===== config.mk =====
export PLATFORM = sky130hd
export DESIGN_NAME = mhrb_chan_ctrl
export DESIGN_NICKNAME = d
export VERILOG_FILES = /design/src/rtl/mhrb_pkg.sv /design/src/rtl/mhrb_chan_ctrl.sv
export SDC_FILE = /design/constraint.sdc
export NUM_CORES = 1
export LEC_CHECK = 0
export BUFFER_PORTS_ARGS = -buffer_cell sky130_fd_sc_hd__buf_2
export CAP_MARGIN = 20
export CORE_ASPECT_RATIO = 0.8
export CORE_MARGIN = 10
export CORE_UTILIZATION = 35
export DETAILED_ROUTE_END_ITERATION = 8
export PLACE_DENSITY = 0.53
export SLEW_MARGIN = 40
export SYNTH_ARGS = -nofsm -noshare
export SYNTH_HDL_FRONTEND = slang
export SYNTH_SLANG_ARGS = --single-unit

===== constraint.sdc =====
create_clock -name clk -period 17.5 [get_ports clk]
set_input_delay 1.75 -clock clk [delete_from_list [all_inputs] [get_ports clk]]
set_output_delay 1.75 -clock clk [all_outputs]
set_load 0.02 [all_outputs]

===== src/rtl/mhrb_pkg.sv =====
// ----------------------------------------------------------------------------
// mhrb_pkg
// Shared types and constants for the multichannel history ring buffer core.
// ----------------------------------------------------------------------------
package mhrb_pkg;

	// default sizing of the core
	localparam int CHANNELS_DEF = 4;
	localparam int DEPTH_DEF    = 128;

	// channels reachable through the 2-bit channel field
	localparam int CHAN_PORT_MAX = 4;

	// field widths
	localparam int CMD_W    = 1;
	localparam int CHAN_W   = 2;
	localparam int INDEX_W  = 7;
	localparam int SAMPLE_W = 16;
	localparam int COUNT_W  = 8;
	localparam int CFG_W    = 8;
	localparam int NCH_W    = 3;
	localparam int REG_IDX_W = 1;

	// register indexes
	localparam logic [REG_IDX_W-1:0] REG_CHANNELS = 1'b0;
	localparam logic [REG_IDX_W-1:0] REG_DEPTH    = 1'b1;

	// register reset values
	localparam logic [NCH_W-1:0]   CHANNELS_RESET = 3'd4;
	localparam logic [COUNT_W-1:0] DEPTH_RESET    = 8'd100;
	localparam logic [COUNT_W-1:0] DEPTH_MIN      = 8'd2;

	// commands
	localparam logic [CMD_W-1:0] CMD_PUSH = 1'b0;
	localparam logic [CMD_W-1:0] CMD_READ = 1'b1;

	// per-item decode handed from the channel control to the datapath
	typedef struct packed {
		logic               write_en;
		logic               hit;
		logic [COUNT_W-1:0] count;
	} mhrb_info_t;

endpackage


===== src/rtl/mhrb_chan_ctrl.sv =====
// ----------------------------------------------------------------------------
// mhrb_chan_ctrl
// Configuration registers, per-channel head and fill count, and the
// address / hit decode for each incoming word.
// ----------------------------------------------------------------------------
module mhrb_chan_ctrl
	import mhrb_pkg::*;
#(
	parameter int CHANNELS = CHANNELS_DEF,
	parameter int DEPTH    = DEPTH_DEF,
	parameter int NCH      = (CHANNELS < CHAN_PORT_MAX) ? CHANNELS : CHAN_PORT_MAX,
	parameter int AW       = $clog2(NCH * DEPTH)
) (
	input  logic                 clk,
	input  logic                 arst_n,
	input  logic                 cfg_wr_en,
	input  logic [REG_IDX_W-1:0] cfg_index,
	input  logic [CFG_W-1:0]     cfg_data,
	input  logic                 accept,
	input  logic [CMD_W-1:0]     command,
	input  logic [CHAN_W-1:0]    channel,
	input  logic [INDEX_W-1:0]   point_index,
	output mhrb_info_t           info,
	output logic [AW-1:0]        addr
);

	localparam int HW = (DEPTH > 1) ? $clog2(DEPTH) : 1;
	localparam int CW = (NCH > 1) ? $clog2(NCH) : 1;

	logic [NCH_W-1:0]   chan_q;
	logic [COUNT_W-1:0] depth_q;
	logic [HW-1:0]      head_q [NCH];
	logic [COUNT_W-1:0] cnt_q  [NCH];

	logic [COUNT_W-1:0] act_depth;
	logic               ch_valid;
	logic [CW-1:0]      ch_idx;
	logic               is_push;
	logic [HW-1:0]      head_rd;
	logic [HW-1:0]      head_eff;
	logic [15:0]        head_inc;
	logic [HW-1:0]      head_nxt;
	logic [COUNT_W-1:0] cnt_rd;
	logic [COUNT_W-1:0] cnt_eff;
	logic [COUNT_W-1:0] cnt_nxt;
	logic [8:0]         start;
	logic [8:0]         sum;
	logic [8:0]         slot9;
	logic [HW-1:0]      slot_sel;

	always_ff @(posedge clk or negedge arst_n) begin
		if (!arst_n) begin
			chan_q  <= CHANNELS_RESET;
			depth_q <= DEPTH_RESET;
		end else if (cfg_wr_en) begin
			case (cfg_index)
				REG_CHANNELS: chan_q  <= cfg_data[NCH_W-1:0];
				REG_DEPTH:    depth_q <= cfg_data;
				default:      ;
			endcase
		end
	end

	// depth saturated to 2 .. DEPTH
	always_comb begin
		if (depth_q < DEPTH_MIN) begin
			act_depth = DEPTH_MIN;
		end else if (32'(depth_q) > DEPTH) begin
			act_depth = COUNT_W'(DEPTH);
		end else begin
			act_depth = depth_q;
		end
	end

	assign ch_valid = ({1'b0, channel} < chan_q) && (32'(channel) < NCH);
	assign ch_idx   = CW'(channel);
	assign is_push  = (command == CMD_PUSH);

	always_comb begin
		head_rd  = head_q[ch_idx];
		head_eff = (16'(head_rd) >= 16'(act_depth)) ? '0 : head_rd;
		head_inc = 16'(head_eff) + 16'd1;
		head_nxt = (head_inc >= 16'(act_depth)) ? '0 : HW'(head_inc);

		cnt_rd  = cnt_q[ch_idx];
		cnt_eff = (cnt_rd > act_depth) ? act_depth : cnt_rd;
		cnt_nxt = (cnt_eff < act_depth) ? cnt_eff + 8'd1 : cnt_eff;

		// full buffer starts at the head, otherwise at slot zero
		start = (cnt_eff < act_depth) ? 9'd0 : 9'(head_eff);
		sum   = start + 9'(point_index);
		slot9 = (sum >= 9'(act_depth)) ? sum - 9'(act_depth) : sum;

		slot_sel = is_push ? head_eff : HW'(slot9);
		addr     = AW'(32'(ch_idx) * DEPTH + 32'(slot_sel));

		info.write_en = ch_valid && is_push;
		info.hit      = ch_valid && !is_push && ({1'b0, point_index} < cnt_eff);
		if (!ch_valid) begin
			info.count = '0;
		end else if (is_push) begin
			info.count = cnt_nxt;
		end else begin
			info.count = cnt_eff;
		end
	end

	always_ff @(posedge clk or negedge arst_n) begin
		if (!arst_n) begin
			for (int i = 0; i < NCH; i++) begin
				head_q[i] <= '0;
				cnt_q[i]  <= '0;
			end
		end else if (accept && info.write_en) begin
			head_q[ch_idx] <= head_nxt;
			cnt_q[ch_idx]  <= cnt_nxt;
		end
	end

endmodule

==> impl_metrics.env, run 1 <==
export IMPL_synthArstFlopShare=1.00
export IMPL_fill_cells=1485
export IMPL_static_leakage_power_uw=0.00282
export IMPL_register_area_sq_um=1780
export IMPL_initial_core_util=0.355
export IMPL_cpPeakStageDelay_ps=700
export IMPL_grt_pass1_vias=4220
export IMPL_grt_overflow=0
export IMPL_dieArea_sq_um=20500
export IMPL_hold_class="register to register"
export IMPL_dr_pass1_iters=5
export IMPL_cts_buffers=9
export IMPL_core_sq_um=15000
export IMPL_synth_cell_type_count=55
export IMPL_antenna_found_initial=0
export IMPL_hold_path_depth=2
export IMPL_reg2reg_slack_ps=11210
export IMPL_io_pins=42
export IMPL_drt_iter0_drc=367
export IMPL_mostFrequentLayoutCells="67 x dfrtp_1, 59 x nand2_1, 53 x ha_1"
export IMPL_outcome="finished clean"
export IMPL_synth_ff_latch_count=71
export IMPL_fp_row_count=40
export IMPL_globalplace_congestion=0.858
export IMPL_area_delta_synth_final_pct=13.2
export IMPL_cts_resized=0
export IMPL_avgSynthCellArea_sq_um=9.87
export IMPL_crit_path_end_kind="primary output"
export IMPL_maxSlewHeadroom=0.424
export IMPL_syn_area_sq_um=5310
export IMPL_diodes=0
export IMPL_synth_top_family_by_area="multiplexers"
export IMPL_drv_cap=0
export IMPL_p_per_area_nw_per_um2=161
export IMPL_yosysWarnings=0
export IMPL_finClkSkew_ps=6.82
export IMPL_clockBufferDepth=2
export IMPL_vias=4167
export IMPL_layout_commonest_cell="dfrtp_1"
export IMPL_synth_cells=538
export IMPL_ys_flop_type="dfrtp_1"
export IMPL_cts_sinks=71
export IMPL_synth_mux_area_frac=0.172
export IMPL_max_freq_mhz=82.3
export IMPL_cts_setup_buffers=0
export IMPL_hold_viol=0
export IMPL_clock_latency_ps=330
export IMPL_grt_max_degree=72
export IMPL_final_nets=651
export IMPL_cp_slowest_cell="a21oi_1"
export IMPL_fin_ws_ps=5340
export IMPL_crit_start="channel[0]"
export IMPL_crit_arrival_ps=10410
export IMPL_cts_clk_slew_worst_paths_ps=60
export IMPL_worst_ep_required_time_ps=15750
export IMPL_synth_edf_count=0
export IMPL_start_kind="primary input"
export IMPL_vias_per_cell=5.45
export IMPL_die_h_um=130
export IMPL_root_buffer="clkbuf_16"
export IMPL_synthAdderAreaFrac=0.132
export IMPL_worstSetupPathType="primary input to primary output"
export IMPL_setup_viol=0
export IMPL_syn_nets=616
export IMPL_cp_endpoint="addr[0]"
export IMPL_drive_above_1_share=0.229
export IMPL_portBuffers=41
export IMPL_fin_crit_ps=12160
export IMPL_fin_crit_sh=0.695
export IMPL_tritoncts="yes"
export IMPL_synth_simple_area_share=0.126
export IMPL_r2r_end="head_q[17]$_DFFE_PN0P_"
export IMPL_timing_setup_tns_ps=0
export IMPL_reg2regPathDepth=22
export IMPL_grt_first_pass_wirelength_um=22700
export IMPL_wl_per_cell_um=18.4
export IMPL_whs_ps=474
export IMPL_yosysSeqAreaShare=0.336
export IMPL_rsz0062_at_grt="false"
export IMPL_multi_input_area_sq_um=3350
export IMPL_synthXorXnorAreaFrac=0.0462
export IMPL_wirelength_um=14100
export IMPL_cts_hold_buf=0
export IMPL_chipWidth_um=158
export IMPL_drcViolationCount=0
export IMPL_path_common_cell="a21oi_1"
export IMPL_maxSlewViolCount=0
export IMPL_track_usage=0.141
export IMPL_synth_compound_area_frac=0.153
export IMPL_cp_max_fo=21
export IMPL_cts_htree_levels=3
export IMPL_peakVddDrop_uv=56.6
export IMPL_tightest_slew_ps=864
export IMPL_reg2reg_from="depth_q[3]$_DFFE_PN0P_"
export IMPL_dp_hpwl_um=10600
export IMPL_preCtsSetupSlack_ps=5470
export IMPL_ant_nets=0
==> area by class of cell <==
| class | instances | area share |
|---|---|---|
| multi-input cells | 423 | 0.558 |
| flip-flops and latches | 71 | 0.296 |
| clock buffers | 11 | 0.0420 |
| well taps | 189 | 0.0393 |
| repair buffers | 44 | 0.0385 |
| inverters | 24 | 0.0150 |
| clock inverters | 3 | 0.0112 |
==> worst min path at each step <==
stage,from,end,slack [ps]
after floorplan,head_q[9]$_DFFE_PN0P_,head_q[9]$_DFFE_PN0P_,440
after global placement,head_q[20]$_DFFE_PN0P_,head_q[20]$_DFFE_PN0P_,460
after detailed placement,head_q[16]$_DFFE_PN0P_,head_q[16]$_DFFE_PN0P_,470
after CTS,head_q[1]$_DFFE_PN0P_,head_q[1]$_DFFE_PN0P_,480
after global routing,cnt_q[30]$_DFFE_PN0P_,cnt_q[30]$_DFFE_PN0P_,500
final,head_q[16]$_DFFE_PN0P_,head_q[16]$_DFFE_PN0P_,470
==> power by group <==
group / internal, uW / switching [uW]
clock: 131 / 65.6
combinational: 211 / 331
sequential: 210 / 21.8
total: 551 / 419
==> cell families after synthesis <==
logic type	after synthesis
compound gates	131
xor+xnor	28
fa+ha+maj	55
buf+inv	44
flops	71
mux	67
simple gates	142
==> per-layer routing <==
metal / wire length (um) / GRT usage
met1: 7150 / 0.202
met2: 6000 / 0.209
met3: 801 / 0.0359
met4: 123 / 0.0318
met5: 0 / 0
==> flip-flops by register name, indices dropped and copies added (netlist names) <==
register,count
cnt_q,32
chan_q,3
head_q,28
depth_q,8
==> worst max-delay path, delay by kind of cell <==
| family | cells | cell delay, ps |
|---|---|---|
| AND/OR/NAND/NOR | 6 | 1150 |
| multiplexers | 3 | 1200 |
| adder cells (fa/ha/maj) | 5 | 1570 |
| buffers and inverters | 3 | 800 |
| AO/OA/AOI/OAI | 14 | 3770 |
| XOR/XNOR | 1 | 160 |
==> per-stage QoR <==
stage | std cells | total power, uW | instance area (sq um) | utilization
2_1_floorplan | 538 | 619 | 5310 | -
3_3_place_gp | 751 | 757 | 5680 | 0.379
3_5_place_dp | 751 | 769 | 5680 | 0.380
4_1_cts | 765 | 972 | 6000 | 0.401
5_1_grt | 765 | 1050 | 6010 | 0.402
6_report | 765 | 970 | 6010 | 0.402
==> synthesized netlist by cell type (4+ instances only) <==
master,count,share of area
nor3_1,8,0.0075
inv_1,24,0.017
mux4_2,15,0.064
nor2_1,31,0.022
a21o_1,12,0.017
xnor2_1,15,0.025
nand2b_1,4,0.0047
o21ai_0,48,0.045
o21a_1,4,0.0057
mux2_1,4,0.0085
clkbuf_1,10,0.0071
mux2_2,40,0.085
and3_1,4,0.0047
ha_1,53,0.12
nor2b_1,4,0.0047
a211oi_1,4,0.0057
a21oi_1,29,0.027
dfrtp_1,67,0.32
o31ai_1,6,0.0085
mux2i_1,8,0.015
dfstp_2,4,0.020
o211ai_1,4,0.0057
xor2_1,13,0.021
buf_2,4,0.0038
and2_1,6,0.0071
nand3_1,7,0.0066
nand2_1,61,0.043
Note: power is estimated with default switching activity, not from simulation.
==> run 2: changes to the inputs <==
==> constraint.sdc (replaced) <==
create_clock -name clk -period 12.25 [get_ports clk]
set_input_delay 1.225 -clock clk [delete_from_list [all_inputs] [get_ports clk]]
set_output_delay 1.225 -clock clk [all_outputs]
set_load 0.02 [all_outputs]
==> impl_metrics.env, run 2 (synthesis results as in run 1) <==
export IMPL_top_register="cnt_q"
export IMPL_grt_pass1_vias=4199
export IMPL_portBuffers=41
export IMPL_reg2regPathDepth=22
export IMPL_maxSlewViolCount=0
export IMPL_clockBufferDepth=2
export IMPL_core_sq_um=15000
export IMPL_cts_setup_buffers=0
export IMPL_vias=4163
export IMPL_cts_clk_slew_worst_paths_ps=60
export IMPL_hold_class="register to register"
export IMPL_setup_viol=0
export IMPL_cts_sinks=71
export IMPL_crit_buf_inv=3
export IMPL_grt_overflow=0
export IMPL_track_usage=0.140
export IMPL_outcome="finished clean"
export IMPL_vias_per_cell=5.43
export IMPL_fin_crit_ps=11060
export IMPL_worst_ep_required_time_ps=11020
export IMPL_antenna_found_initial=0
export IMPL_globalplace_congestion=0.858
export IMPL_grt_first_pass_wirelength_um=22500
export IMPL_grt_max_degree=72
export IMPL_tightest_slew_ps=812
export IMPL_cts_buffers=9
export IMPL_cp_max_fo=21
export IMPL_crit_path_end_kind="primary output"
export IMPL_final_nets=651
export IMPL_wirelength_um=13800
export IMPL_tritoncts="yes"
export IMPL_cts_hold_buf=0
export IMPL_area_delta_synth_final_pct=13.3
export IMPL_initial_core_util=0.355
export IMPL_cts_resized=0
export IMPL_peakVddDrop_uv=104
export IMPL_reg_top3="cnt_q (32), head_q (28), depth_q (8)"
export IMPL_critPathTopFamily="compound AO/OA/AOI/OAI gates"
export IMPL_reg2reg_from="depth_q[3]$_DFFE_PN0P_"
export IMPL_largest_reg_flops=32
export IMPL_rsz0062_at_grt="false"
export IMPL_path_common_cell="a21oi_1"
export IMPL_power_total_uw=1380
export IMPL_p_per_area_nw_per_um2=229
export IMPL_dp_hpwl_um=10500
export IMPL_maxSlewHeadroom=0.459
export IMPL_timing_setup_tns_ps=0
export IMPL_cts_htree_levels=3
export IMPL_io_pins=42
export IMPL_crit_start="channel[0]"
export IMPL_cpPeakStageDelay_ps=660
export IMPL_fill_cells=1465
export IMPL_mostFrequentLayoutCells="67 x dfrtp_1, 59 x nand2_1, 53 x ha_1"
export IMPL_drive_above_1_share=0.230
export IMPL_drt_iter0_drc=289
export IMPL_finClkSkew_ps=4.44
export IMPL_cp_endpoint="addr[0]"
export IMPL_cp_slowest_cell="a21oi_1"
export IMPL_diodes=0
export IMPL_crit_cells=32
export IMPL_wl_per_cell_um=18.0
export IMPL_ant_nets=0
export IMPL_die_h_um=130
export IMPL_max_freq_mhz=90.4
export IMPL_fin_crit_sh=0.903
export IMPL_start_kind="primary input"
export IMPL_clock_latency_ps=330
export IMPL_worstSetupPathType="primary input to primary output"
export IMPL_r2r_end="head_q[17]$_DFFE_PN0P_"
export IMPL_root_buffer="clkbuf_16"
export IMPL_chipWidth_um=158
export IMPL_hold_viol=0
export IMPL_dr_pass1_iters=4
export IMPL_drv_cap=0
export IMPL_layout_commonest_cell="dfrtp_1"
export IMPL_drcViolationCount=0
export IMPL_crit_arrival_ps=9830
export IMPL_fp_row_count=40
export IMPL_static_leakage_power_uw=0.00282
export IMPL_reg2reg_slack_ps=6000
export IMPL_dieArea_sq_um=20500
## run 2: cell count changes in the layout (fill, tap and decap cells not counted)
cell / delta
clkbuf_1: +1
clkbuf_8: -1
clkinv_2: +1
clkinv_4: +1
## run 2: worst min path at each step
stage / start / end / cells after the start
2_1_floorplan: head_q[9]$_DFFE_PN0P_ / head_q[9]$_DFFE_PN0P_ / 2
3_3_place_gp: head_q[20]$_DFFE_PN0P_ / head_q[20]$_DFFE_PN0P_ / 2
3_5_place_dp: head_q[9]$_DFFE_PN0P_ / head_q[9]$_DFFE_PN0P_ / 2
4_1_cts: head_q[9]$_DFFE_PN0P_ / head_q[9]$_DFFE_PN0P_ / 2
5_1_grt: head_q[2]$_DFFE_PN0P_ / head_q[2]$_DFFE_PN0P_ / 2
6_report: head_q[9]$_DFFE_PN0P_ / head_q[9]$_DFFE_PN0P_ / 2
## run 2: layout make-up
cell class / count / area [sq um] / share of cell area
flip-flops and latches: 71 / 1780 / 0.296
repair buffers: 44 / 231 / 0.0385
multi-input cells: 423 / 3350 / 0.557
clock buffers: 11 / 243 / 0.0403
clock inverters: 5 / 81.3 / 0.0135
well taps: 189 / 236 / 0.0393
inverters: 24 / 90.1 / 0.0150
## run 2: worst register-to-register path: stages, from the launching register on
cell and delay, ps:
dfrtp_1 400, or4_4 540, o31ai_1 490, inv_1 260, ha_1 350, nand2b_1 140, a21o_1 170, a21oi_1 130
o21ai_0 160, o31ai_2 500, nand2_1 270, inv_1 150, ha_1 230, xor2_1 400, inv_1 100, ha_1 300
a21o_1 150, a21o_1 170, a21o_1 160, a2111oi_0 390, buf_4 210, o21ai_0 230, o21ai_0 250
## run 2: where the power goes
group | total (uW) | switching (uW) | internal (uW)
Clock | 280 | 96.6 | 184
Sequential | 332 | 31.9 | 300
Combinational | 765 | 465 | 300
Total | 1380 | 593 | 784
## run 2: per-stage QoR
stage          cell area (sq um)   util  instances  worst slack [ps]  hold WS (ps)
3_5_place_dp                5680  0.380        751              1300           465
5_1_grt                     6020  0.402        767               480           496
6_report                    6020  0.402        767              1190           474
2_1_floorplan               5310      -        538              2280           443
3_3_place_gp                5680  0.379        751              1590           457
4_1_cts                     6010  0.401        767              1260           477
## run 2: per-layer routing
layer	vias to the layer above	track usage	part of all wire
li1	2028	-	-
met1	2039	0.200	0.50
met2	89	0.205	0.43
met3	7	0.0309	0.059
met4	0	0.0434	0.0073
met5	-	0	0
==> run 3: changes to the inputs <==
--- a/config.mk
+++ b/config.mk
@@ -11,8 +11,8 @@
 export CORE_MARGIN = 10
 export CORE_UTILIZATION = 35
 export DETAILED_ROUTE_END_ITERATION = 8
-export PLACE_DENSITY = 0.53
 export SLEW_MARGIN = 40
 export SYNTH_ARGS = -nofsm -noshare
 export SYNTH_HDL_FRONTEND = slang
 export SYNTH_SLANG_ARGS = --single-unit
+export TNS_END_PERCENT = 1
==> impl_metrics.env, run 3 (synthesis results as in run 1) <==
export IMPL_worst_ep_required_time_ps=11020
export IMPL_register_area_sq_um=1780
export IMPL_maxSlewHeadroom=0.503
export IMPL_rsz0062_at_grt="false"
export IMPL_final_nets=653
export IMPL_path_common_cell="a21oi_1"
export IMPL_dp_hpwl_um=10700
export IMPL_initial_core_util=0.355
export IMPL_wl_per_cell_um=18.3
export IMPL_cts_clk_slew_worst_paths_ps=50
export IMPL_diodes=0
export IMPL_finClkSkew_ps=6.58
export IMPL_static_leakage_power_uw=0.00284
export IMPL_crit_start="channel[0]"
export IMPL_wirelength_um=14000
export IMPL_drive_above_1_share=0.234
export IMPL_cts_htree_levels=3
export IMPL_maxSlewViolCount=0
export IMPL_cts_sinks=71
export IMPL_crit_arrival_ps=9620
export IMPL_fin_crit_sh=0.885
export IMPL_track_usage=0.139
export IMPL_multi_input_area_sq_um=3360
export IMPL_drcViolationCount=0
export IMPL_worstSetupPathType="primary input to primary output"
export IMPL_max_freq_mhz=92.2
export IMPL_grt_max_degree=72
export IMPL_clockBufferDepth=2
export IMPL_antenna_found_initial=0
export IMPL_drt_iter0_drc=227
export IMPL_fill_cells=1451
export IMPL_globalplace_congestion=0.874
export IMPL_peakVddDrop_uv=89.1
export IMPL_area_delta_synth_final_pct=14.1
export IMPL_top_register="cnt_q"
export IMPL_cp_slowest_cell="mux4_2"
export IMPL_start_kind="primary input"
export IMPL_cpPeakStageDelay_ps=650
export IMPL_portBuffers=41
export IMPL_fp_row_count=40
export IMPL_setup_viol=0
export IMPL_largest_reg_flops=32
export IMPL_chipWidth_um=158
export IMPL_tritoncts="yes"
export IMPL_layout_commonest_cell="dfrtp_1"
export IMPL_layoutNonFillerInstCount=769
export IMPL_p_per_area_nw_per_um2=233
export IMPL_cts_buffers=9
export IMPL_drv_cap=0
export IMPL_clock_latency_ps=340
export IMPL_reg2reg_from="depth_q[3]$_DFFE_PN0P_"
export IMPL_outcome="finished clean"
export IMPL_reg_top3="cnt_q (32), head_q (28), depth_q (8)"
export IMPL_root_buffer="clkbuf_16"
export IMPL_hold_start="head_q[15]$_DFFE_PN0P_"
export IMPL_dr_pass1_iters=4
export IMPL_fin_crit_ps=10850
export IMPL_grt_first_pass_wirelength_um=22500
export IMPL_placed_cell_area_sq_um=5690
export IMPL_cts_hold_buf=0
export IMPL_vias_per_cell=5.49
export IMPL_die_h_um=130
export IMPL_hold_viol=0
export IMPL_io_pins=42
export IMPL_grt_pass1_vias=4300
export IMPL_mostFrequentLayoutCells="67 x dfrtp_1, 59 x nand2_1, 53 x ha_1"
export IMPL_preCtsSetupSlack_ps=1270
export IMPL_dieArea_sq_um=20500
export IMPL_cts_setup_buffers=0
export IMPL_fin_ws_ps=1400
export IMPL_crit_path_end_kind="primary output"
export IMPL_grt_overflow=0
export IMPL_timing_setup_tns_ps=0
export IMPL_core_sq_um=15000
export IMPL_dp_cells=753
export IMPL_hold_class="register to register"
export IMPL_ant_nets=0
export IMPL_tightest_slew_ps=741
export IMPL_fin_util=0.405
export IMPL_vias=4219
export IMPL_cts_resized=0
export IMPL_design_area_sq_um=6060
export IMPL_cp_max_fo=21
## run 3: changes by cell type in the layout (fill, tap and decap cells not counted), sizes merged
cell      previous run  this run
buf                 44        46
bufinv               2         3
clkbuf              11        10
clkinv               2         1
clkinvlp             1         0
inv                 24        26
## run 3: where the power goes
group / internal [uW] / total (uW) / switching, uW / leakage, uW
clock: 201 / 301 / 101 / 0.000168
combinational: 303 / 775 / 472 / 0.00175
sequential: 300 / 332 / 32.3 / 0.000930
total: 803 / 1410 / 605 / 0.00284
## run 3: per-stage QoR
stage	hold WS, ps	power [uW]
final	477	1410
after global routing	500	1520
after CTS	480	1410
after detailed placement	468	1100
after global placement	457	1080
after floorplan	443	884
## run 3: cell type report
class | count | share of cell area
Clock buffer | 10 | 0.0378
Tap cell | 189 | 0.0390
Multi-Input combinational cell | 423 | 0.554
Clock inverter | 6 | 0.0192
Sequential cell | 71 | 0.294
Timing Repair Buffer | 46 | 0.0407
Inverter | 24 | 0.0149
## run 3: path summary, 6_finish.rpt
check	cells after the start	end	slack [ps]
max	32	addr[0]	1400
min	2	head_q[15]$_DFFE_PN0P_	480
max reg2reg	22	head_q[8]$_DFFE_PN0P_	5940
min reg2reg	2	head_q[15]$_DFFE_PN0P_	480
max in group asynchronous	2	chan_q[1]$_DFFE_PN0P_	10820
min in group asynchronous	2	head_q[22]$_DFFE_PN0P_	990
## run 3: layer usage
layer / routed length [um] / up-vias / track usage / part of all wire
met5: 0 / - / 0 / 0
met4: 218 / 0 / 0.0395 / 0.016
met3: 612 / 16 / 0.0306 / 0.044
met2: 6230 / 83 / 0.219 / 0.44
met1: 6980 / 2086 / 0.189 / 0.50
li1: - / 2034 / - / -
## run 3: critical path: cells and delay by family
family	cells	cell delay, ps
XOR/XNOR	1	160
buffers and inverters	3	800
AO/OA/AOI/OAI	14	3580
adder cells (fa/ha/maj)	5	1480
AND/OR/NAND/NOR	6	1150
multiplexers	3	1170
